**src/design/h2r_pkg.sv**
```systemverilog
// ----------------------------------------------------------------------------
// h2r_pkg: shared types and constants of the hsv to rgb444 converter
// region codes, stage payload types and the fixed colour arithmetic constants
// ----------------------------------------------------------------------------
`default_nettype none

package h2r_pkg;

	localparam int ChanW      = 8;   // width of hue, saturation and brightness
	localparam int OutW       = 4;   // width of each output channel
	localparam int RegionSteps = 43; // hue steps in one colour region
	localparam int RemScale   = 6;   // scale of the remainder inside a region
	localparam int NumRegions = 6;
	localparam logic [ChanW-1:0] Full = 8'd255;

	// colour region of the hue wheel
	typedef enum logic [2:0] {
		RGN_RED = 3'd0,
		RGN_YEL = 3'd1,
		RGN_GRN = 3'd2,
		RGN_CYN = 3'd3,
		RGN_BLU = 3'd4,
		RGN_MAG = 3'd5
	} region_t;

	// handshake control handed to each stage
	typedef struct packed {
		logic valid;   // beat offered by the stage before
		logic advance; // stage may load this cycle
	} stage_ctl_t;

	// after the region split
	typedef struct packed {
		region_t          region;
		logic [ChanW-1:0] rem;
		logic [ChanW-1:0] sat;
		logic [ChanW-1:0] nsat;
		logic [ChanW-1:0] val;
		logic             grey;
	} split_t;

	// after the first products
	typedef struct packed {
		region_t          region;
		logic [ChanW-1:0] sr;   // (s * rem) >> 8
		logic [ChanW-1:0] sri;  // (s * (255 - rem)) >> 8
		logic [ChanW-1:0] p;
		logic [ChanW-1:0] val;
		logic             grey;
	} prod_t;

	typedef struct packed {
		logic [OutW-1:0] red;
		logic [OutW-1:0] green;
		logic [OutW-1:0] blue;
	} rgb_t;

endpackage

`default_nettype wire

```
**src/design/h2r_split.sv**
```systemverilog
// ----------------------------------------------------------------------------
// h2r_split: first stage, hue region and scaled remainder
// compares the hue against the region boundaries and forms 255 - s
// ----------------------------------------------------------------------------
`default_nettype none

module h2r_split
	import h2r_pkg::*;
(
	input  wire              clk,
	input  wire              arst_n,
	input  wire stage_ctl_t  ctl,
	input  wire  [ChanW-1:0] hue,
	input  wire  [ChanW-1:0] saturation,
	input  wire  [ChanW-1:0] brightness,
	output logic             valid_s1,
	output split_t           data_s1
);

	logic [2:0]       cnt;
	logic [ChanW-1:0] base;
	logic [5:0]       rem_raw;
	split_t           nxt;

	// region boundaries are constants, so these are independent compares
	always_comb begin
		cnt  = 3'd0;
		base = '0;
		for (int i = 1; i < NumRegions; i++) begin
			if (hue >= ChanW'(i * RegionSteps)) begin
				cnt  = cnt + 3'd1;
				base = ChanW'(i * RegionSteps);
			end
		end
		rem_raw     = 6'(hue - base);
		nxt.region  = region_t'(cnt);
		nxt.rem     = ChanW'(rem_raw * RemScale);
		nxt.sat     = saturation;
		nxt.nsat    = Full - saturation;
		nxt.val     = brightness;
		nxt.grey    = (saturation == '0);
	end

	always_ff @(posedge clk or negedge arst_n) begin
		if (!arst_n) begin
			valid_s1 <= 1'b0;
		end else if (ctl.advance) begin
			valid_s1 <= ctl.valid;
		end
	end

	always_ff @(posedge clk) begin
		if (ctl.advance && ctl.valid) begin
			data_s1 <= nxt;
		end
	end

endmodule

`default_nettype wire

```
**config.mk**
```make
export PLATFORM = sky130hd
export DESIGN_NAME = h2r_split
export DESIGN_NICKNAME = d
export VERILOG_FILES = /design/src/design/h2r_pkg.sv /design/src/design/h2r_split.sv
export SDC_FILE = /design/constraint.sdc
export NUM_CORES = 1
export LEC_CHECK = 0
export ABC_AREA = 1
export BUFFER_PORTS_ARGS = -buffer_cell sky130_fd_sc_hd__buf_2
export CORE_MARGIN = 10
export CORE_UTILIZATION = 54
export DETAILED_ROUTE_END_ITERATION = 8
export PLACE_DENSITY = 0.9
export SLEW_MARGIN = 20
export SYNTH_ARGS = -nofsm -noshare
export SYNTH_HDL_FRONTEND = slang
export SYNTH_SLANG_ARGS = --single-unit
```
**constraint.sdc**
```tcl
create_clock -name clk -period 1.5 [get_ports clk]
set_input_delay 0.3 -clock clk [delete_from_list [all_inputs] [get_ports clk]]
set_output_delay 0.3 -clock clk [all_outputs]
set_load 0.01 [all_outputs]
```
After elaboration in Yosys (flattened, before gate mapping)
Cells that the tools add are included.
{"block": "totals", "regBits": 36, "inputBits": 28, "output_inout_bits": 37, "word_cells": 31}
{"block": "op_classes", "n_addsub": 6, "multipliers": 1, "order_cmp": 5, "muxes": 10, "n_reduce_logical": 2}
{"operator": "$mux W6", "n": 5}
{"operator": "$ge A8 B8 Y1 const B", "n": 3}
{"operator": "$add A3 B1 Y3 const B", "n": 4}
{"operator": "$mux W3", "n": 4}
{"operator": "$ge A8 B6 Y1 const B", "n": 1}
{"operator": "$ge A8 B7 Y1 const B", "n": 1}
{"operator": "$logic_not A8 Y1", "n": 1}
{"operator": "$sub A8 B8 Y8 const A", "n": 1}
{"operator": "$mul A6 B2 Y7 const B", "n": 1}
{"operator": "$sub A6 B6 Y6", "n": 1}
{"operator": "$logic_and A1 B1 Y1", "n": 1}
{"operator": "$mux W1", "n": 1}

Longest topological paths before layout
{"block": "depth", "word_depth": 10, "ltp_mapped": 23}

Worst setup path before layout
Ideal clock, no wire load.
{"block": "synth_timing", "path_kind": "input to register", "startpoint": "in hue[4]", "endpoint": "reg data_s1[32] in the netlist's numbering, data pin", "setup_ns": 0.260, "arrival_ns": 3.015, "slack_ns": -1.775, "path_stages": 21, "cell_sequence": "inv_1 a211oi_1 o21ai_0 nand2_1 inv_1 ha_1 o21ai_0 inv_1 ha_1 nand2_1 inv_2 nand2_1 nand3_1 xor2_1 inv_2 ha_1 a21oi_1 and2_0 inv_1 o21ai_0 a21boi_2"}
{"item": "start, declared", "line": "h2r_split.sv:13", "text": "input wire [ChanW-1:0] hue,"}
{"item": "end signal, assigned", "line": "h2r_split.sv:54", "text": "data_s1 <= nxt;"}
{"item": "end, declared", "line": "h2r_split.sv:17", "text": "output split_t data_s1"}

==> qor.csv <==
metric;value;unit
start_util;0.554;
path_class;in -> reg;
rsz0062_at_grt;true;
synth_area;0.00201;sq mm
critical_path.cell_chain;buf_8 > inv_4 > a211oi_2 > o21ai_1 > nand2_1 > inv_2 > ha_4 > o21ai_2 > nand2_2 > ha_4 > fa_2 > inv_2 > ha_4 > inv_4 > fa_2 > o21ai_2 > nand2_1 > nand2_1 > inv_1 > nand3_1 > nand2_1;
grt_pass1_vias;2209;
synthTopCellsByArea;edfxtp_1 (52%), ha_1 (8.1%), nand2_1 (7.1%);
grt_pass1_wl;11100;um
cp.required;1.56;ns
switching_share;0.347;
htreeDepth;2;
yosysMostFrequentCell;nand2_1;
fin_crit_sh;2.09;
dp_hpwl;4700;um
fin_ws;-1.64;ns
crit_top_cell;nand2_1;
synthFlopType;edfxtp_1;
grt_usage;0.226;
drt_iter0_markers;241;
n_antenna_cell;0;
status;complete, but fails checks;
drc;0;
hold_path_class;in -> reg;
core;0.00363;sq mm
synth.top_cell.area_share;0.522;
critPathLaunchType;primary input;
reg2reg_slack;0.83;ns
ys_warn_count;0;
pwr-share-clk;0.190;
cp_slowest_cell;fa_2;
seq_area_frac_synth;0.534;
critPathMaxStageDelay;0.46;ns
clock_latency;0.30;ns
cts_tree;built;
maxCapViolCount;0;
clkTransAtPathRegs;0.08;ns
antenna_found_initial;0;
cts.sinks;36;
async_flop_share;0.0278;
yosys.area.top_type;edfxtp_1;
layout-drive-gt1-share;0.602;
wl_per_cell;20.6;um
ys_top_cells_by_count;nand2_1 (38), inv_1 (37), edfxtp_1 (35);
peakVddDrop;568;uV
place_area;0.00280;sq mm
grt-ovfl-total;0;
fp.dieW;81.1;um
critPathCaptureType;flip-flop;
place_inst;354;
hold_violations;0;
cts_made_buffers;5;
synth.distinct_cells;32;
drt-total-wl;7820;um
violations;setup timing;
avgViaCountPerCell;5.41;
syn_inst;198;
setup_viol;10;
core.rowCount;22;
setup_tns;-10.49;ns
synth.avg_cell_area;10.2;sq um
utilization;0.894;
synth_edf_count;35;
io_pins;65;
final_cell_count_no_fill;380;
fin_crit;3.14;ns
finalMaxSlewViolations;0;
place_congestion;0.868;
dr.pass1.iters;4;
area_growth;61.3;%
nets;374;
grt_max_degree;36;
fmax;319;MHz
leakagePower;0.00155;uW
vias;2055;
seqPwrFrac;0.337;
p_per_area;1180;mW/mm^2
cts-root-buf;clkbuf_8;
crit_family;adder cells;
crit_arrival;3.19;ns
path_buf_inv;6;
io_buffers;63;
p_int;2500;uW
die_h;81.1;um
synthesis.nets;241;
crit_path_max_fanout;4;
die_area;0.00657;sq mm
fill_cells;150;
p_sw;1330;uW
final_cell_area;0.00325;sq mm
cts.path.max_buffers;2;
pwr-share-comb;0.474;
finClkSkew;0;ns
ys_ff_latch;36;
final_antenna_net_count;0;
==> through the flow <==
step / total power, uW / hold WS [ns] / setup WS (ns)
floorplan: 2000 / 0.00441 / -1.52
global placement: 2440 / 0.0750 / -1.72
detailed placement: 2560 / 0.0787 / -1.94
CTS: 3540 / 0.177 / -1.36
global route: 4000 / 0.173 / -1.72
finish: 3840 / 0.177 / -1.64
==> cells by family after synthesis <==
family                   after synthesis  share of synthesized area
AO/OA/AOI/OAI                         18                     0.0553
XOR/XNOR                               9                     0.0484
adder cells (fa/ha/maj)               15                      0.101
buffers and inverters                 43                     0.0820
flip-flops                            36                      0.534
other                                  1                    0.00186
AND/OR/NAND/NOR                       76                      0.178
==> layout make-up <==
cell class / count / area, sq um / area share
well taps: 48 / 60.1 / 0.0185
clock buffers: 7 / 86.3 / 0.0266
inverters: 42 / 163 / 0.0501
multi-input cells: 119 / 995 / 0.306
repair buffers: 127 / 862 / 0.265
flip-flops and latches: 36 / 1080 / 0.331
clock inverters: 1 / 7.51 / 0.00231
==> state kept, by name, indices dropped and copies added (netlist names) <==
register and flops:
data_s1 35, valid_s1 1
==> layer usage <==
metal	track usage	share of wire	vias up	wire, um
met1	0.193	0.33	944	2620
met2	0.428	0.52	162	4040
met4	0.164	0.047	0	370
met5	0	0	-	0
met3	0.0695	0.10	37	794
li1	-	-	912	-
==> cell usage in the layout (no fill, tap or decap), drive strengths merged, types with 2 or more instances in the layout <==
| master | instances |
|---|---|
| inv | 41 |
| nand4 | 2 |
| xnor2 | 4 |
| xor2 | 5 |
| nand2 | 48 |
| nor2 | 8 |
| nand3 | 14 |
| edfxtp | 35 |
| nor3 | 2 |
| fa | 2 |
| ha | 13 |
| and2 | 2 |
| o21ai | 9 |
| a21oi | 5 |
| buf | 126 |
| clkbuf | 7 |
==> power by group through the flow <==
stage / Clock [uW] / Sequential [uW] / Combinational [uW]
after detailed placement: 0 / 1310 / 1250
final: 727 / 1290 / 1820
after CTS: 703 / 1290 / 1550
after global placement: 0 / 1300 / 1140
after floorplan: 0 / 1360 / 641
after global routing: 779 / 1300 / 1920
==> path summary, 6_finish.rpt <==
kind / start / to / cells past startpoint
setup / recovery: hue[1] / data_s1[31]$_DFFE_PP_ / 21
max in group asynchronous: arst_n / valid_s1$_DFFE_PN0P_ / 2
hold reg to reg: valid_s1$_DFFE_PN0P_ / valid_s1$_DFFE_PN0P_ / 2
hold / removal: brightness[7] / data_s1[8]$_DFFE_PP_ / 1
min in group asynchronous: arst_n / valid_s1$_DFFE_PN0P_ / 2
setup reg to reg: valid_s1$_DFFE_PN0P_ / valid_s1$_DFFE_PN0P_ / 2
==> what timing repair did <==
action                                  in CTS  in global routing
resized for setup                           45                 14
endpoints found under the setup margin      10                 10
cloned                                       0                  0
hold buffers                                 1                  0
buffers inserted                            12                  7
hold endpoints to repair                     1                  0
pin swaps                                   29                 14
Power figures use the tool's default switching activity.
