### src/design/h2r_pkg.sv
// ----------------------------------------------------------------------------
// h2r_pkg: shared types and constants of the hsv to rgb444 converter
// region codes, stage payload types and the fixed colour arithmetic constants
// ----------------------------------------------------------------------------
`default_nettype none

package h2r_pkg;

	localparam int ChanW      = 8;   // width of hue, saturation and brightness
	localparam int OutW       = 4;   // width of each output channel
	localparam int RegionSteps = 43; // hue steps in one colour region
	localparam int RemScale   = 6;   // scale of the remainder inside a region
	localparam int NumRegions = 6;
	localparam logic [ChanW-1:0] Full = 8'd255;

	// colour region of the hue wheel
	typedef enum logic [2:0] {
		RGN_RED = 3'd0,
		RGN_YEL = 3'd1,
		RGN_GRN = 3'd2,
		RGN_CYN = 3'd3,
		RGN_BLU = 3'd4,
		RGN_MAG = 3'd5
	} region_t;

	// handshake control handed to each stage
	typedef struct packed {
		logic valid;   // beat offered by the stage before
		logic advance; // stage may load this cycle
	} stage_ctl_t;

	// after the region split
	typedef struct packed {
		region_t          region;
		logic [ChanW-1:0] rem;
		logic [ChanW-1:0] sat;
		logic [ChanW-1:0] nsat;
		logic [ChanW-1:0] val;
		logic             grey;
	} split_t;

	// after the first products
	typedef struct packed {
		region_t          region;
		logic [ChanW-1:0] sr;   // (s * rem) >> 8
		logic [ChanW-1:0] sri;  // (s * (255 - rem)) >> 8
		logic [ChanW-1:0] p;
		logic [ChanW-1:0] val;
		logic             grey;
	} prod_t;

	typedef struct packed {
		logic [OutW-1:0] red;
		logic [OutW-1:0] green;
		logic [OutW-1:0] blue;
	} rgb_t;

endpackage

`default_nettype wire

### src/design/h2r_prod.sv
// ----------------------------------------------------------------------------
// h2r_prod: second stage, first products
// p and the two saturation-scaled remainders, each an 8x8 product >> 8
// ----------------------------------------------------------------------------
`default_nettype none

module h2r_prod
	import h2r_pkg::*;
(
	input  wire             clk,
	input  wire             arst_n,
	input  wire stage_ctl_t ctl,
	input  wire split_t     data_in,
	output logic            valid_s2,
	output prod_t           data_s2
);

	logic [2*ChanW-1:0] m_sr;
	logic [2*ChanW-1:0] m_sri;
	logic [2*ChanW-1:0] m_p;
	prod_t              nxt;

	always_comb begin
		m_sr  = data_in.sat * data_in.rem;
		m_sri = data_in.sat * (Full - data_in.rem);
		m_p   = data_in.val * data_in.nsat;
		nxt.region = data_in.region;
		nxt.sr     = m_sr[2*ChanW-1:ChanW];
		nxt.sri    = m_sri[2*ChanW-1:ChanW];
		nxt.p      = m_p[2*ChanW-1:ChanW];
		nxt.val    = data_in.val;
		nxt.grey   = data_in.grey;
	end

	always_ff @(posedge clk or negedge arst_n) begin
		if (!arst_n) begin
			valid_s2 <= 1'b0;
		end else if (ctl.advance) begin
			valid_s2 <= ctl.valid;
		end
	end

	always_ff @(posedge clk) begin
		if (ctl.advance && ctl.valid) begin
			data_s2 <= nxt;
		end
	end

endmodule

`default_nettype wire

### config.mk
export PLATFORM = sky130hd
export DESIGN_NAME = h2r_prod
export DESIGN_NICKNAME = d
export VERILOG_FILES = /design/src/design/h2r_pkg.sv /design/src/design/h2r_prod.sv
export SDC_FILE = /design/constraint.sdc
export NUM_CORES = 1
export LEC_CHECK = 0
export ABC_AREA = 1
export CORE_MARGIN = 2
export CORE_UTILIZATION = 45
export DETAILED_ROUTE_END_ITERATION = 8
export DONT_BUFFER_PORTS = 1
export GPL_ROUTABILITY_DRIVEN = 1
export HOLD_SLACK_MARGIN = 0.03
export PLACE_DENSITY_LB_ADDON = 0.12
export RECOVER_POWER = 50
export SYNTH_ARGS = -nofsm -noshare
export SYNTH_HDL_FRONTEND = slang
export SYNTH_SLANG_ARGS = --single-unit
export TNS_END_PERCENT = 20
### constraint.sdc
create_clock -name clk -period 0.8 [get_ports clk]
set_input_delay 0.04 -clock clk [delete_from_list [all_inputs] [get_ports clk]]
set_output_delay 0.04 -clock clk [all_outputs]
set_load 0.02 [all_outputs]
; ---- Word-level counts from Yosys, hierarchy flattened
; Index checks and enable logic that the tools add are counted.
[classes]
n_addsub = 1
mul = 3
n_reduce_logical = 1
[op_table]
columns = op, n
row1 = $mul 8x8->16, 2
row2 = $mul 9x9->16, 1
row3 = $sub 8x8->9 const A, 1
row4 = $logic_and 1x1->1, 1
[word_totals]
ff_bits = 37
elab_cells = 12

; ---- Depth between registers and ports, before layout
[depth]
word_depth = 2
depth_mapped = 22

; ---- Worst setup path before layout
; Ideal clock, no wire load.
[synth_timing]
path_type = input-to-reg
start = input data_in[31] (netlist name)
end = register data_s2[29] (netlist name), data pin
arrival_ns = 3.503
required_time_ns = 0.542
path_slack_ns = -2.961
path_stages = 16
n_path_buf = 2
path_cell_list = clkbuf_1 -> clkbuf_1 -> nand2_1 -> fa_1 -> fa_1 -> inv_1 -> fa_1 -> inv_1 -> fa_1 -> inv_1 -> ha_1 -> a21o_1 -> a21oi_1 -> o21ai_0 -> o21ai_0 -> nand2_1
[synth_via]
elab_chain_len = 1
[synth_lines]
columns = element, line
row1 = start: declaration, h2r_prod.sv:13  ; input wire split_t data_in,
row2 = $mul 8x8->16, h2r_prod.sv:24  ; m_sr = data_in.sat * data_in.rem;
row3 = net m_sr[12], h2r_prod.sv:18  ; logic [2*ChanW-1:0] m_sr;
row4 = end signal: assignment, h2r_prod.sv:45  ; data_s2 <= nxt;
row5 = end: declaration, h2r_prod.sv:15  ; output prod_t data_s2
; The timed path passes the listed nets, and every way through them passes these cells.
; A chain may end at the register's enable or synchronous reset.

; ---- Final worst setup path
[layout_timing]
start = input data_in[16] (netlist name)
end = register data_s2[16] (netlist name), data pin
[layout_via]
elab_chain_len = 1
[layout_lines]
columns = element, line
row1 = $mul 8x8->16, h2r_prod.sv:26  ; m_p = data_in.val * data_in.nsat;
row2 = net m_p[15], h2r_prod.sv:20  ; logic [2*ChanW-1:0] m_p;
; The timed path passes the listed nets, and every way through them passes these cells.

==> impl_metrics.tcl <==
set metrics [dict create \
    die_w_um 135 \
    period_share 3.94 \
    finalSetupTns_ns -54.48 \
    synth.avg_cell_area_um2 7.53 \
    area.sequential_um2 1110 \
    fin_ws_ns -2.35 \
    fmax_mhz 317 \
    drive_gt1_frac 0.239 \
    setup_viol 50 \
    route.met2.wl_um 8480 \
    maxCapViolations 0 \
    drcViolationCount 0 \
    violations "hold timing, setup timing" \
    min-delay-start "ctl[1]" \
    placed_area_um2 8690 \
    hold_slack_ns -0.117 \
    syn-num-nets 1267 \
    diodes 0 \
    gp_congestion 0.847 \
    ctsHtreeMaxLevel 2 \
    syn2layout_area_growth_pct 24.5 \
    p_leak_nw 5.55 \
    cts_root_buf "clkbuf_16" \
    slowest_stage "fa_1" \
    whs_path_depth 2 \
    ir_drop_uv 1470 \
    synth_seq_area_share 0.144 \
    grt_pass1_vias 6321 \
    fin_nets 1346 \
    power_density_nw_per_um2 2730 \
    initial_core_util 0.462 \
    dieArea_um2 18200 \
    hpwl_um 14400 \
    design_area_um2 9580 \
    critPathTopFamily "adder cells" \
    worst_r2r_path_depth 2 \
    cts-hold-fix-buffers 15 \
    place_ws_ns -2.68 \
    cts_tree "built" \
    r2r_end "valid_s2" \
    rrSetupSlack_ns 0.18 \
    grt_remaining_overflow 0 \
    startpoint_type "primary input" \
    relSlewSlack 0.817 \
    num_vias 6230 \
    stdcell_count 1321 \
    critPathRequiredTime_ns 0.85 \
    io_buffers 0 \
    clkLatencyLatePin_ns 0.28 \
    cp_common_cell "fa_1" \
    hold_violations 1 \
    ys_types 30 \
    crit_fanout 8 \
    cts_buffers 5 \
    drt-initial-drc-count 208 \
    cts_buffer_depth 2 \
    ys_ff_latch 37 \
    avgRoutedWirePerCell_um 13.3 \
    dp.cells 1290 \
    nFillCells 1551 \
    critPathMaxStageDelay_ns 0.54 \
    synthesis.area_um2 7690 \
    multi_input_area_um2 6020 \
    cts.sinks 37 \
    wl_met1_um 8230 \
    arrival_ns 3.20 \
    grt_max_degree 30 \
    worst_setup_path_end_kind "register" \
    slew_viol_final 0 \
    routed_via_density 4.72 \
    antenna_left 0 \
    synth_warnings 0 \
    mostFrequentLayoutCells "263 x inv_1, 214 x nand2_1, 101 x fa_1, 84 x ha_1, 77 x buf_4" \
    antenna_found_initial 0 \
    synthCells 1021 \
    path_cells "nand2_8, inv_4, fa_1, fa_1, fa_1, inv_1, fa_1, inv_2, ha_4, nand2_4, inv_2, a21oi_2, nor2_1, nor2_1, nand2_1, nand2_1, nand2_1" \
    grt_usage 0.202 \
    hp-class "in2reg" \
    outcome "complete, but fails checks" \
    crit_type "in2reg" \
    first_pass_iters 5 \
    core_area_um2 16600 \
    crit_buf_inv 4 \
    routed_wl_um 17600 \
    io_pins 77 \
    die_y_um 135 \
    clk_pin_slew_ns 0.06 \
    min_to "valid_s2" \
    finClkSkew_ns 0 \
    fin_crit_ns 3.15 \
    num_rows 47 \
    grt_first_pass_wirelength_um 29800 \
    highest_layer "met4" \
    tightest_slew_ns 0.272 \
    r2r-start "valid_s2" \
    rsz0062_at_grt "yes" \
    met3_length_um 606 \
    final_common_cell "inv_1" \
]
cell families (layout without fill, tap and decap cells):
group | count (synthesis) | after routing | share of synthesized area
AOI/OAI and AO/OA | 46 | 46 | 0.0347
and+or+nand+nor | 386 | 386 | 0.203
adders and majority gates | 206 | 206 | 0.439
xor gates and xnor gates | 12 | 12 | 0.0137
buffers and inverters | 334 | 414 | 0.167
DFF | 37 | 37 | 0.144
worst register-to-register path, stage by stage, from the launching register on:
cell     delay (ns)
dfrtp_1        0.38
inv_1          0.06
o21ai_0        0.06
timing repair:
action | CTS | global route
endpoints found under the setup margin | 61 | 97
hold endpoints to repair | 14 | 1
resized for setup | 59 | 98
buffers inserted | 3 | 6
pin swaps | 51 | 61
synthesized netlist by cell type (all sizes together):
library cell | number | area (µm²)
nor3 | 9 | 50.1
nand2 | 264 | 1010
dfrtp | 1 | 25.0
a21oi | 20 | 100
o21bai | 8 | 63.8
nand4 | 3 | 18.8
a21o | 3 | 22.5
nand3 | 35 | 175
xnor2 | 4 | 35.0
o21ai | 14 | 73.8
nor2 | 71 | 269
inv | 303 | 1140
fa | 106 | 2120
clkinv | 1 | 8.76
ha | 100 | 1250
a31oi | 1 | 6.26
buf | 4 | 37.5
clkbuf | 26 | 97.6
edfxtp | 36 | 1080
nand3b | 4 | 33.8
xor2 | 8 | 70.1
worst max-delay path by stage:
stage	from	end	slack (ns)	depth (start not counted)
floorplan	data_in[11]	data_s2[16]	-2.62	17
global placement	data_in[11]	data_s2[13]	-2.69	16
detailed placement	data_in[27]	data_s2[23]	-2.68	15
CTS	data_in[11]	data_s2[16]	-2.32	16
global route	data_in[16]	data_s2[15]	-2.53	19
finish	data_in[16]	data_s2[16]	-2.35	17
metrics by stage:
step / utilization / power [mW]
after floorplan: - / 15.0
after global placement: 0.522 / 20.5
after detailed placement: 0.522 / 20.6
after CTS: 0.554 / 23.9
after global routing: 0.575 / 28.7
final: 0.575 / 26.2
metal layers:
layer | global-route usage | up-vias
met3 | 0.0244 | 15
met1 | 0.275 | 2972
met5 | 0 | -
met4 | 0.0433 | 0
li1 | - | 3138
met2 | 0.348 | 105
flip-flops by register name, summed over array words and instances, names as in the netlist:
| signal | count |
|---|---|
| data_s2 | 36 |
| valid_s2 | 1 |
final cells by class:
type / count / area share
inverter: 304 / 0.125
clock buffer: 6 / 0.0135
timing repair buffer: 102 / 0.0875
clock inverter: 2 / 0.00105
tap: 220 / 0.0287
sequential: 37 / 0.116
multi-input combinational: 650 / 0.629
power breakdown:
| group | internal (mW) | switching, mW | leakage (nW) | total, mW |
|---|---|---|---|---|
| registers | 3.13 | 0.791 | 0.344 | 3.92 |
| clock network | 1.14 | 0.786 | 0.0706 | 1.93 |
| logic | 9.67 | 10.7 | 5.14 | 20.3 |
Note: power is estimated with default switching activity, not from simulation.
