[config.mk]
export PLATFORM = sky130hd
export DESIGN_NAME = h2r_mix
export DESIGN_NICKNAME = d
export VERILOG_FILES = /design/src/design/h2r_pkg.sv /design/src/design/h2r_mix.sv
export SDC_FILE = /design/constraint.sdc
export NUM_CORES = 1
export LEC_CHECK = 0
export BUFFER_PORTS_ARGS = -buffer_cell sky130_fd_sc_hd__buf_2
export CORE_MARGIN = 3
export CORE_UTILIZATION = 60
export DETAILED_ROUTE_END_ITERATION = 8
export PLACE_DENSITY = 0.81
export SKIP_LAST_GASP = 1
export SLEW_MARGIN = 15
export SYNTH_ARGS = -nofsm -noshare
export SYNTH_HDL_FRONTEND = slang
export SYNTH_SLANG_ARGS = --single-unit
[constraint.sdc]
create_clock -name clk -period 2.1 [get_ports clk]
set_input_delay 0 -clock clk [delete_from_list [all_inputs] [get_ports clk]]
set_output_delay 0 -clock clk [all_outputs]
set_load 0.01 [all_outputs]
[src/design/h2r_pkg.sv]
// ----------------------------------------------------------------------------
// h2r_pkg: shared types and constants of the hsv to rgb444 converter
// region codes, stage payload types and the fixed colour arithmetic constants
// ----------------------------------------------------------------------------
`default_nettype none

package h2r_pkg;

	localparam int ChanW      = 8;   // width of hue, saturation and brightness
	localparam int OutW       = 4;   // width of each output channel
	localparam int RegionSteps = 43; // hue steps in one colour region
	localparam int RemScale   = 6;   // scale of the remainder inside a region
	localparam int NumRegions = 6;
	localparam logic [ChanW-1:0] Full = 8'd255;

	// colour region of the hue wheel
	typedef enum logic [2:0] {
		RGN_RED = 3'd0,
		RGN_YEL = 3'd1,
		RGN_GRN = 3'd2,
		RGN_CYN = 3'd3,
		RGN_BLU = 3'd4,
		RGN_MAG = 3'd5
	} region_t;

	// handshake control handed to each stage
	typedef struct packed {
		logic valid;   // beat offered by the stage before
		logic advance; // stage may load this cycle
	} stage_ctl_t;

	// after the region split
	typedef struct packed {
		region_t          region;
		logic [ChanW-1:0] rem;
		logic [ChanW-1:0] sat;
		logic [ChanW-1:0] nsat;
		logic [ChanW-1:0] val;
		logic             grey;
	} split_t;

	// after the first products
	typedef struct packed {
		region_t          region;
		logic [ChanW-1:0] sr;   // (s * rem) >> 8
		logic [ChanW-1:0] sri;  // (s * (255 - rem)) >> 8
		logic [ChanW-1:0] p;
		logic [ChanW-1:0] val;
		logic             grey;
	} prod_t;

	typedef struct packed {
		logic [OutW-1:0] red;
		logic [OutW-1:0] green;
		logic [OutW-1:0] blue;
	} rgb_t;

endpackage

`default_nettype wire

[src/design/h2r_mix.sv]
// ----------------------------------------------------------------------------
// h2r_mix: third stage, q and t products and channel routing
// forms q and t, cuts all terms to four bits and routes them by region
// ----------------------------------------------------------------------------
`default_nettype none

module h2r_mix
	import h2r_pkg::*;
(
	input  wire             clk,
	input  wire             arst_n,
	input  wire stage_ctl_t ctl,
	input  wire prod_t      data_in,
	output logic            valid_s3,
	output rgb_t            data_s3
);

	logic [2*ChanW-1:0] m_q;
	logic [2*ChanW-1:0] m_t;
	logic [OutW-1:0]    v4;
	logic [OutW-1:0]    p4;
	logic [OutW-1:0]    q4;
	logic [OutW-1:0]    t4;
	rgb_t               nxt;

	always_comb begin
		m_q = data_in.val * (Full - data_in.sr);
		m_t = data_in.val * (Full - data_in.sri);
		v4  = data_in.val[ChanW-1:ChanW-OutW];
		p4  = data_in.p[ChanW-1:ChanW-OutW];
		q4  = m_q[2*ChanW-1:2*ChanW-OutW];
		t4  = m_t[2*ChanW-1:2*ChanW-OutW];
		if (data_in.grey) begin
			nxt = '{red: v4, green: v4, blue: v4};
		end else begin
			unique case (data_in.region)
				RGN_RED: nxt = '{red: v4, green: t4, blue: p4};
				RGN_YEL: nxt = '{red: q4, green: v4, blue: p4};
				RGN_GRN: nxt = '{red: p4, green: v4, blue: t4};
				RGN_CYN: nxt = '{red: p4, green: q4, blue: v4};
				RGN_BLU: nxt = '{red: t4, green: p4, blue: v4};
				default: nxt = '{red: v4, green: p4, blue: q4};
			endcase
		end
	end

	always_ff @(posedge clk or negedge arst_n) begin
		if (!arst_n) begin
			valid_s3 <= 1'b0;
		end else if (ctl.advance) begin
			valid_s3 <= ctl.valid;
		end
	end

	always_ff @(posedge clk) begin
		if (ctl.advance && ctl.valid) begin
			data_s3 <= nxt;
		end
	end

endmodule

`default_nettype wire

### After elaboration in Yosys (flattened, before gate mapping)

Cells that the tools add are included.

* register bits after elaboration: 13

* eq/ne operators: 4
* multipliers: 2
* $add $sub $neg: 2
* reduce and logical (&&, ||, !) cells: 2
* muxes and demuxes: 2

Operator list (count)
* one-hot mux 12 bit (5 select lines): 1
* multiplier 9 x 9 -> 16 bit: 2
* subtractor 8 x 8 -> 9 bit, first input constant: 2
* two-way mux 12 bit: 1
* equality test 3 x 2 -> 1 bit, second input constant: 2
* equality test 3 x 1 -> 1 bit, second input constant: 1
* equality test 3 bit, second input constant: 1
* logical NOT 3 bit: 1
* logical AND 1 bit: 1

### Logic depth before layout (Yosys ltp)

Gate-level depths: netlist of the first run.

* word-level depth: 4
* gate-level depth with buffers: 17
* depth with buffers taken out: 16

### Worst setup path before layout of the first run

Ideal clock, no wire load.

* path kind: input to register
* start point: input data_in[6] in the netlist's numbering
* end point: register data_s3[7] in the netlist's numbering (data pin)
* arrival time: 4.174 ns
* stages on the path: 16
* setup slack: -2.343 ns
* required time: 1.831 ns
* cell sequence: clkbuf_1 > clkbuf_1 > nor2b_1 > fa_1 > fa_1 > fa_1 > inv_1 > fa_1 > inv_1 > ha_1 > a21o_1 > and4_1 > o31a_1 > or3_1 > a32oi_1 > o31ai_1

RTL lines
* start: declaration: RTL line h2r_mix.sv:13 `input wire prod_t data_in,`
* end signal: assignment: RTL line h2r_mix.sv:57 `data_s3 <= nxt;`
* end: declaration: RTL line h2r_mix.sv:15 `output rgb_t data_s3`

==> results.yml, run 1 <==
synth:
  synth_fa_ha_area_share_pct: 45.4
  synth_edf_count: 12
  synthMuxAreaShare_pct: 0.843
  synth_fp_nets: 758
  async_flop_share_pct: 7.69
  synth_xor_area_share_pct: 1.04
  ys_ff_latch: 13
  yosys_warnings: 0
  synthCells: 578
  synth-main-ff-cell: "edfxtp_1"
  yosys.area_share.simple_pct: 23.5
  avgSynthCellArea_sq_um: 8.73
  ys_types: 61
  synth_compound_area_share_pct: 12.1
  synth_top_family_by_area: "adder cells"
  syn-cell-area_sq_um: 5050
  ys_seq_area_share_pct: 7.64
routing:
  drc: 0
  avgViaCountPerCell: 5.85
  drt_wl_total_um: 14600
  vias: 4680
  firstDrtPassIters: 5
  drt_iter0_markers: 252
  wl_per_cell_um: 18.3
  ant_nets: 0
pwr:
  pwr-share-seq_pct: 7.3
  ir_worst_vdd_v: 0.000424
  power.share.clock_pct: 5.1
  cellPowerDensity_nw_per_um2: 665
  sw_frac_of_total_pct: 48.1
  p_sw_mw: 2.13
  p_int_mw: 2.30
  p_comb_share_pct: 87.6
  p_total_mw: 4.43
  leakage_nw: 3.25
min_path:
  min-delay-path-class: "input pin to flip-flop"
  min_from: "ctl[1]"
  min_to: "valid_s3"
  hold_depth: 2
timing:
  fin_crit_sh_pct: 194
  rsz0062_at_grt: "yes"
  maxSlewHeadroom_pct: 61.7
  layout_setup_ws_ns: -1.97
  worstMarginPinSlew_ns: 0.575
  min_period_ns: 4.07
  hold_viol: 0
  setup_violations: 12
  maxSlewViolCount: 0
  fmax_ghz: 0.246
  hold_slack_ns: 0.00581
  fin_skew_ns: 0
layout:
  fin_util_pct: 84.1
  fill_cells: 440
  final-seq-area_sq_um: 385
  antenna_cells: 0
  drive_above_1_share_pct: 32.2
  nets: 879
  multi_input_area_sq_um: 4670
  fin_cells: 800
  area_growth_pct: 32.2
status:
  violations: "negative setup slack"
  outcome: "finished with violations"
global_routing:
  grt_pass1_vias: 4943
  antenna_found_initial: 0
  grt.overflow.total: 0
  grt_max_degree: 18
  grt.total_usage_pct: 29.1
  grt_pass1_wl_um: 23200
placement:
  finalWeightedCongestion: 0.901
  port_buffers: 48
  place_ws_ns: -2.35
  dp_hpwl_um: 10400
  dp.cells: 778
critical_path:
  worstSetupEndpointType: "flip-flop"
  r2r_end: "valid_s3"
  r2r-start: "valid_s3"
  cp_data_required_time_ns: 2.17
  start_kind: "input pin"
  critPathKind: "input pin to flip-flop"
  critPathLaunch: "data_in[5]"
  ff2ff_setup_slack_ns: 1.35
  worstPathArrival_ns: 4.14
  r2r_cells: 1
  crit_path_max_fanout: 12
clock_tree:
  cts_buffers: 3
  max-clock-path-buffers: 2
  numClockSinks: 13
  htree_levels: 1
  cts_tree: "done"
  clk_pin_slew_worst_paths_ns: 0.06
  clock_latency_ns: 0.24
  cts_root_buf: "clkbuf_8"
floorplan:
  die_y_um: 97.7
  start_util_pct: 63.7
  ios: 53
  core-area_sq_um: 7930
  chipWidth_um: 97.7
  rows: 32
  die-area_sq_um: 9550
flow_run:
  cap_violations: 0
==> through the flow <==
stage	cell area, sq um	setup TNS [ns]
2_1_floorplan	5210	-22.20
3_3_place_gp	5980	-26.33
3_5_place_dp	5980	-27.27
4_1_cts	6380	-22.32
5_1_grt	6670	-24.33
6_report	6670	-22.86
==> worst max-delay path by stage <==
stage	endpoint	slack [ns]	depth (start not counted)
after global routing	data_s3[11]	-2.12	17
final	data_s3[5]	-1.97	15
after floorplan	data_s3[7]	-1.98	16
after global placement	data_s3[7]	-2.27	17
after detailed placement	data_s3[3]	-2.35	17
after CTS	data_s3[5]	-1.92	16
==> logic make-up (layout without fill, tap and decap cells) <==
kind of cell / count (synthesis) / after routing
and+or+nand+nor: 203 / 203
adders and majority gates: 140 / 140
buffers and inverters: 127 / 247
AOI/OAI and AO/OA: 85 / 85
DFF: 13 / 13
xor gates and xnor gates: 6 / 6
muxes: 4 / 4
==> metal layers <==
layer  vias to the layer above  GRT usage (%)  share of wire, %
met5                         -              0                 0
met4                         0           6.71               3.7
met3                        61           2.51               4.9
met2                       197           51.2                52
met1                      2303           39.1                40
li1                       2119              -                 -
==> flip-flops by register name, indices dropped and copies added, names as in the netlist <==
register	flops
data_s3	12
valid_s3	1
==> power groups by stage <==
stage / Combinational (mW) / Sequential (mW) / Clock [mW]
floorplan: 2.01 / 0.343 / 0
global placement: 2.80 / 0.329 / 0
detailed placement: 2.95 / 0.330 / 0
CTS: 3.32 / 0.325 / 0.228
global route: 4.29 / 0.328 / 0.241
finish: 3.88 / 0.325 / 0.226
==> synthesized netlist by cell type, types with 2 or more instances <==
master,n,area (sq um)
or2_2,2,12.5
nand2_1,16,60.1
fa_1,72,1440
edfxtp_1,12,360
xor2_1,2,17.5
mux2_2,2,22.5
a21oi_1,15,75.1
a21oi_2,2,17.5
o21ai_0,10,50.1
o31ai_1,2,15.0
inv_1,105,394
nand2b_1,39,244
and4_1,3,26.3
nand3_1,8,40.0
o22ai_1,8,50.1
nor3_1,3,15.0
nor3b_1,2,15.0
and3_1,2,12.5
clkbuf_1,19,71.3
nor2b_1,88,551
o21a_1,4,30.0
or3_1,2,12.5
a22o_1,2,17.5
o31a_1,2,17.5
buf_2,2,10.0
a22oi_1,4,30.0
mux2i_1,2,20.0
a211oi_1,4,30.0
nor2_1,25,93.8
o22a_1,3,26.3
o211ai_1,2,15.0
and2_1,5,31.3
ha_1,68,851
a31oi_1,5,31.3
a32oi_1,2,17.5
a21o_1,3,22.5
o21ai_1,4,20.0
xnor2_1,4,35.0
==> what timing repair did <==
item                                    4_1_cts  5_1_grt
buffers inserted                             14        4
resized for setup                            53       52
hold endpoints to repair                      1        0
pin swaps                                    41       31
hold buffers                                  1        0
endpoints found under the setup margin       12       12
gates cloned                                  0        0
==> cells in the final DEF, fill, tap and decap left out, types with 4 or more instances in the layout <==
cell type and count:
fa_2 5, nor2b_1 75, ha_1 59, a31oi_1 5, buf_2 40, o21ai_0 7
nor2b_2 6, buf_4 76, nand2b_1 32, fa_1 67, inv_1 94, nor2_1 25
a21oi_2 6, inv_2 12, o22ai_1 8, ha_4 9, nand2_1 16, buf_12 4
a21oi_1 11, a22oi_1 4, buf_6 14, nand2b_4 7, nand3_1 6, o21a_1 4
edfxtp_1 12, nor2b_4 7
==> worst max-delay path: stages <==
cell and delay (ns):
buf_8 0.14, nor2b_2 0.17, fa_1 0.59, fa_2 0.45
fa_1 0.54, inv_2 0.05, fa_1 0.51, inv_2 0.05
ha_4 0.26, and4_4 0.25, nand3_4 0.08, o211ai_4 0.23
a21oi_2 0.10, or4_1 0.51, a31oi_1 0.19
==> area by class of cell <==
class | instances | area share (%)
Multi-Input combinational cell | 438 | 70.1
Timing Repair Buffer | 137 | 15.6
Inverter | 106 | 5.97
Sequential cell | 13 | 5.78
Tap cell | 102 | 1.91
Clock buffer | 4 | 0.675
Power figures use the tool's default switching activity.
==> inputs of run 2 (changes only) <==
--- a/config.mk
+++ b/config.mk
@@ -7,9 +7,9 @@
 export LEC_CHECK = 0
 export BUFFER_PORTS_ARGS = -buffer_cell sky130_fd_sc_hd__buf_2
 export CORE_MARGIN = 3
-export CORE_UTILIZATION = 60
+export CORE_UTILIZATION = 55
 export DETAILED_ROUTE_END_ITERATION = 8
-export PLACE_DENSITY = 0.81
+export PLACE_DENSITY = 0.75
 export SKIP_LAST_GASP = 1
 export SLEW_MARGIN = 15
 export SYNTH_ARGS = -nofsm -noshare
==> run 2 against run 1 <==
  * The run ends with negative hold slack, negative setup slack left
  * Clock power barely moved
  * Via count decreased by 4.1%
  * Combinational power about the same
  * First-iteration DRC count rose by 3.6%
  * Flip-flop and latch count unchanged
  * Core utilization is 7.6 points lower
  * Worst setup slack better by 0.074 ns
  * Die area rose by 8.5%
  * Sequential power hardly changed
  * Non-clock buffer count decreased by 2
  * Wire length decreased by 3.5%
  * Largest power group unchanged
==> results.yml, run 2 (synthesis results as in run 1) <==
floorplan:
  rows: 34
  start_util_pct: 57.3
  core-area_sq_um: 8810
  die-area_sq_um: 10400
  chipWidth_um: 102
  ios: 53
  die_y_um: 102
timing:
  fmax_ghz: 0.250
  layout_setup_ws_ns: -1.89
  rsz0062_at_grt: "yes"
  min_period_ns: 3.99
  fin_skew_ns: 0
  fin_crit_sh_pct: 190
  maxSlewViolCount: 0
  worstMarginPinSlew_ns: 0.564
  hold_slack_ns: -0.000692
  setup_tns_ns: -21.97
  setup_violations: 12
  maxSlewHeadroom_pct: 62.4
  hold_viol: 1
layout:
  fin_util_pct: 76.6
  area_growth_pct: 33.6
  reg.largest.list: "data_s3 (12), valid_s3 (1)"
  mostFrequentLayoutCell: "inv_1"
  drive_above_1_share_pct: 34.3
  final_cell_mix: "87 x inv_1, 73 x nor2b_1, 71 x buf_4"
  largest_reg_flops: 12
  fin_cells: 804
  final_cell_area_sq_um: 6740
  antenna_cells: 0
  nets: 877
  top_register: "data_s3"
routing:
  drc: 0
  ant_nets: 0
  wl_per_cell_um: 17.5
  firstDrtPassIters: 5
  vias: 4490
  drt_iter0_markers: 261
  avgViaCountPerCell: 5.58
  drt_wl_total_um: 14100
global_routing:
  busiest_layer: "met2"
  grt_pass1_vias: 4802
  grt.total_usage_pct: 27.6
  grt_use_met1_pct: 35.6
  grt_max_degree: 30
  met3_usage_pct: 2.82
  antenna_found_initial: 0
  use_met2_pct: 50.3
  grt_pass1_wl_um: 22600
  grt.overflow.total: 0
clock_tree:
  clk_pin_slew_worst_paths_ns: 0.06
  cts_buffers: 3
  cts_root_buf: "clkbuf_8"
  max-clock-path-buffers: 2
  cts_tree: "done"
  htree_levels: 1
  clock_latency_ns: 0.25
  numClockSinks: 13
placement:
  place_ws_ns: -2.27
  placed_area_sq_um: 6040
  finalWeightedCongestion: 0.893
  dp_hpwl_um: 10800
  dp.cells: 789
  port_buffers: 48
pwr:
  cellPowerDensity_nw_per_um2: 653
  p_total_mw: 4.40
  leakage_nw: 3.30
  ir_worst_vdd_v: 0.000632
critical_path:
  max_stage_delay_ns: 0.55
  path_buf_inv: 6
  crit_path_max_fanout: 4
  crit_chain: "buf_2 > buf_4 > nand2b_4 > fa_1 > inv_2 > fa_1 > ha_1 > inv_2 > fa_1 > inv_1 > ha_1 > nand4bb_1 > o32ai_4 > o21ai_2 > a41oi_2 > o21ai_2 > buf_4 > o211ai_1"
  cp_common_cell: "fa_1"
  critPathKind: "input pin to flip-flop"
  start_kind: "input pin"
  critPathTopFamily: "adder cells"
  worstPathArrival_ns: 4.07
  slowest_stage: "fa_1"
  cp_data_required_time_ns: 2.17
  worstSetupEndpointType: "flip-flop"
status:
  violations: "negative hold slack, negative setup slack"
  outcome: "finished with violations"
flow_run:
  cap_violations: 0
min_path:
  min-delay-path-class: "input pin to flip-flop"
[run 2: cell count changes in the layout (fill, tap and decap cells not counted), sizes merged]
cell,before,now
buf,135,134
clkbuf,5,4
[run 2: repair_timing]
action                                 4_1_cts  5_1_grt
setup buffers                                7        6
hold buffers                                 1        0
setup endpoints to repair                   12       12
gates resized for setup                     70       57
endpoints found under the hold margin        1        0
pin swaps                                   49       27
[run 2: layout make-up]
class	instances	area, sq um
Clock buffer	4	45.0
Fill cell	592	2060
Inverter	106	398
Multi-Input combinational cell	438	4710
Sequential cell	13	385
Tap cell	108	135
Timing Repair Buffer	135	1070
[run 2: worst paths after layout]
kind	from	endpoint	slack, ns	cells after the start
min	ctl[1]	valid_s3	-0.0007	2
max reg2reg	valid_s3	valid_s3	1.35	1
min reg2reg	valid_s3	valid_s3	0.52	1
max	data_in[27]	data_s3[10]	-1.89	18
max in group asynchronous	arst_n	valid_s3	1.94	2
min in group asynchronous	arst_n	valid_s3	0.07	2
[run 2: layer usage]
layer / vias to the layer above / part of all wire [%]
li1: 2116 / -
met1: 2214 / 40
met2: 137 / 53
met3: 23 / 4.9
met4: 0 / 2.0
met5: - / 0
[run 2: where the power goes]
group          switching (mW)  internal [mW]
logic                    1.98           1.87
registers             0.00739          0.318
clock network          0.0915          0.134
total                    2.08           2.32
==> inputs of run 3 (changes only) <==
--- a/config.mk
+++ b/config.mk
@@ -5,11 +5,10 @@
 export SDC_FILE = /design/constraint.sdc
 export NUM_CORES = 1
 export LEC_CHECK = 0
-export BUFFER_PORTS_ARGS = -buffer_cell sky130_fd_sc_hd__buf_2
 export CORE_MARGIN = 3
-export CORE_UTILIZATION = 55
+export CORE_UTILIZATION = 42
 export DETAILED_ROUTE_END_ITERATION = 8
-export PLACE_DENSITY = 0.75
+export DONT_BUFFER_PORTS = 1
 export SKIP_LAST_GASP = 1
 export SLEW_MARGIN = 15
 export SYNTH_ARGS = -nofsm -noshare
==> run 3 against run 2 <==
  * The run ends with negative setup slack left
  * Critical endpoint is now data_s3[11]
  * Core utilization shrank 26 points
  * Sequential power up 5%
  * First-iteration DRC count down 1.5%
  * Highest routed layer unchanged
  * Die area is 29% higher
  * Combinational power is 13% lower
  * Count of clock-buffer cells in the layout unchanged
  * Clock power up 61%
  * Flip-flop and latch count stayed put
  * Largest power group unchanged
  * Fmax up 6.3%
  * Power is 8.1% lower
  * Register-to-register slack got worse by 0.60 ns
==> results.yml, run 3 (synthesis results as in run 1) <==
timing:
  hold_slack_ns: 0.0176
  min_period_ns: 3.75
  maxSlewViolCount: 0
  fmax_ghz: 0.266
  fin_skew_ns: 0
  layout_setup_ws_ns: -1.65
  setup_violations: 12
  rsz0062_at_grt: "yes"
  fin_crit_sh_pct: 179
  hold_viol: 0
  maxSlewHeadroom_pct: 61.0
  worstMarginPinSlew_ns: 0.585
critical_path:
  cp_data_required_time_ns: 2.17
  start_kind: "input pin"
  crit_path_max_fanout: 21
  slowest_stage: "fa_1"
  cp_common_cell: "fa_1"
  ff2ff_setup_slack_ns: 0.75
  worstSetupEndpointType: "flip-flop"
  worstPathArrival_ns: 3.82
  crit_chain: "nor2b_4 > fa_1 > fa_1 > fa_1 > inv_2 > fa_1 > inv_2 > ha_4 > and4_4 > and2_4 > a221oi_4 > mux2i_2 > o21ai_1 > a31oi_1"
  max_stage_delay_ns: 0.56
  critPathKind: "input pin to flip-flop"
layout:
  nets: 778
  antenna_cells: 0
  top_register: "data_s3"
  area_growth_pct: 16.9
  drive_above_1_share_pct: 17.9
  reg.largest.list: "data_s3 (12), valid_s3 (1)"
  mostFrequentLayoutCell: "inv_1"
  final_cell_mix: "97 x inv_1, 81 x nor2b_1, 69 x fa_1"
  fin_cells: 740
  final_cell_area_sq_um: 5900
  fin_util_pct: 51.0
  largest_reg_flops: 12
status:
  outcome: "finished with violations"
  violations: "negative setup slack"
clock_tree:
  htree_levels: 1
  cts_tree: "done"
  numClockSinks: 13
  clk_pin_slew_worst_paths_ns: 0.05
  cts_root_buf: "clkbuf_16"
  cts_buffers: 3
  clock_latency_ns: 0.24
  max-clock-path-buffers: 2
min_path:
  min-delay-path-class: "input pin to flip-flop"
routing:
  drt_iter0_markers: 257
  drc: 0
  firstDrtPassIters: 5
  ant_nets: 0
  vias: 4011
  avgViaCountPerCell: 5.42
  wl_per_cell_um: 15.7
  drt_wl_total_um: 11600
pwr:
  sw_frac_of_total_pct: 44.8
  ir_worst_vdd_v: 0.000261
  p_int_mw: 2.23
  p_comb_share_pct: 82.6
  p_sw_mw: 1.81
  leakage_nw: 2.75
  cellPowerDensity_nw_per_um2: 686
  power.share.clock_pct: 9.0
  pwr-share-seq_pct: 8.5
global_routing:
  grt_max_degree: 30
  grt_pass1_vias: 4375
  grt_pass1_wl_um: 20300
  antenna_found_initial: 0
  grt.total_usage_pct: 18.3
  grt.overflow.total: 0
floorplan:
  ios: 53
  core-area_sq_um: 11600
  rows: 39
  start_util_pct: 43.6
  die-area_sq_um: 13400
  chipWidth_um: 116
  die_y_um: 116
placement:
  finalWeightedCongestion: 0.877
  placed_area_sq_um: 5440
  place_ws_ns: -2.04
  port_buffers: 0
  dp.cells: 726
  dp_hpwl_um: 9190
flow_run:
  cap_violations: 0
run 3: cell count changes in the layout (fill, tap and decap cells not counted), sizes merged:
cell         change
buf            -105
dlygate4sd3      +6
run 3: worst paths after layout:
kind                       startpoint     endpoint  cells after the start
max                        data_in[6]  data_s3[11]                     14
max in group asynchronous      arst_n     valid_s3                      2
min                        data_in[5]   data_s3[8]                      2
min reg2reg                  valid_s3     valid_s3                      2
min in group asynchronous      arst_n     valid_s3                      2
max reg2reg                  valid_s3     valid_s3                      2
run 3: per-stage QoR:
step | total power, mW | setup TNS [ns]
CTS | 3.93 | -19.30
finish | 4.05 | -19.04
floorplan | 2.35 | -22.20
detailed placement | 3.12 | -23.84
global placement | 3.07 | -23.32
global route | 4.54 | -21.08
run 3: layout make-up:
type	instances	area (sq um)
flip-flops and latches	13	385
inverters	106	398
repair buffers	36	295
well taps	143	179
fillers	1100	5670
multi-input cells	438	4560
clock buffers	4	78.8
run 3: worst max-delay path: cells and delay by family:
kind / cells / cell delay, ns
buffers and inverters: 2 / 0.09
AND/OR/NAND/NOR: 3 / 0.41
AO/OA/AOI/OAI: 3 / 0.67
multiplexers: 1 / 0.34
adder cells (fa/ha/maj): 5 / 2.29
run 3: power groups by stage:
stage | clock network (mW) | registers [mW] | logic, mW
finish | 0.363 | 0.343 | 3.34
global route | 0.381 | 0.346 | 3.81
CTS | 0.371 | 0.344 | 3.22
detailed placement | 0 | 0.349 | 2.77
global placement | 0 | 0.349 | 2.72
floorplan | 0 | 0.343 | 2.01
run 3: per-layer routing:
metal  global-route usage (%)  routed length, um
met1                     25.2               5290
met2                     31.9               5770
met3                     2.25                460
met4                     2.09                112
met5                        0                  0
run 3: what timing repair did:
item | 4_1_cts | 5_1_grt
gates resized for setup | 33 | 23
pin swaps | 45 | 26
buffers inserted | 4 | 0
endpoints found under the hold margin | 3 | 1
hold buffers | 6 | 1
endpoints found under the setup margin | 12 | 12
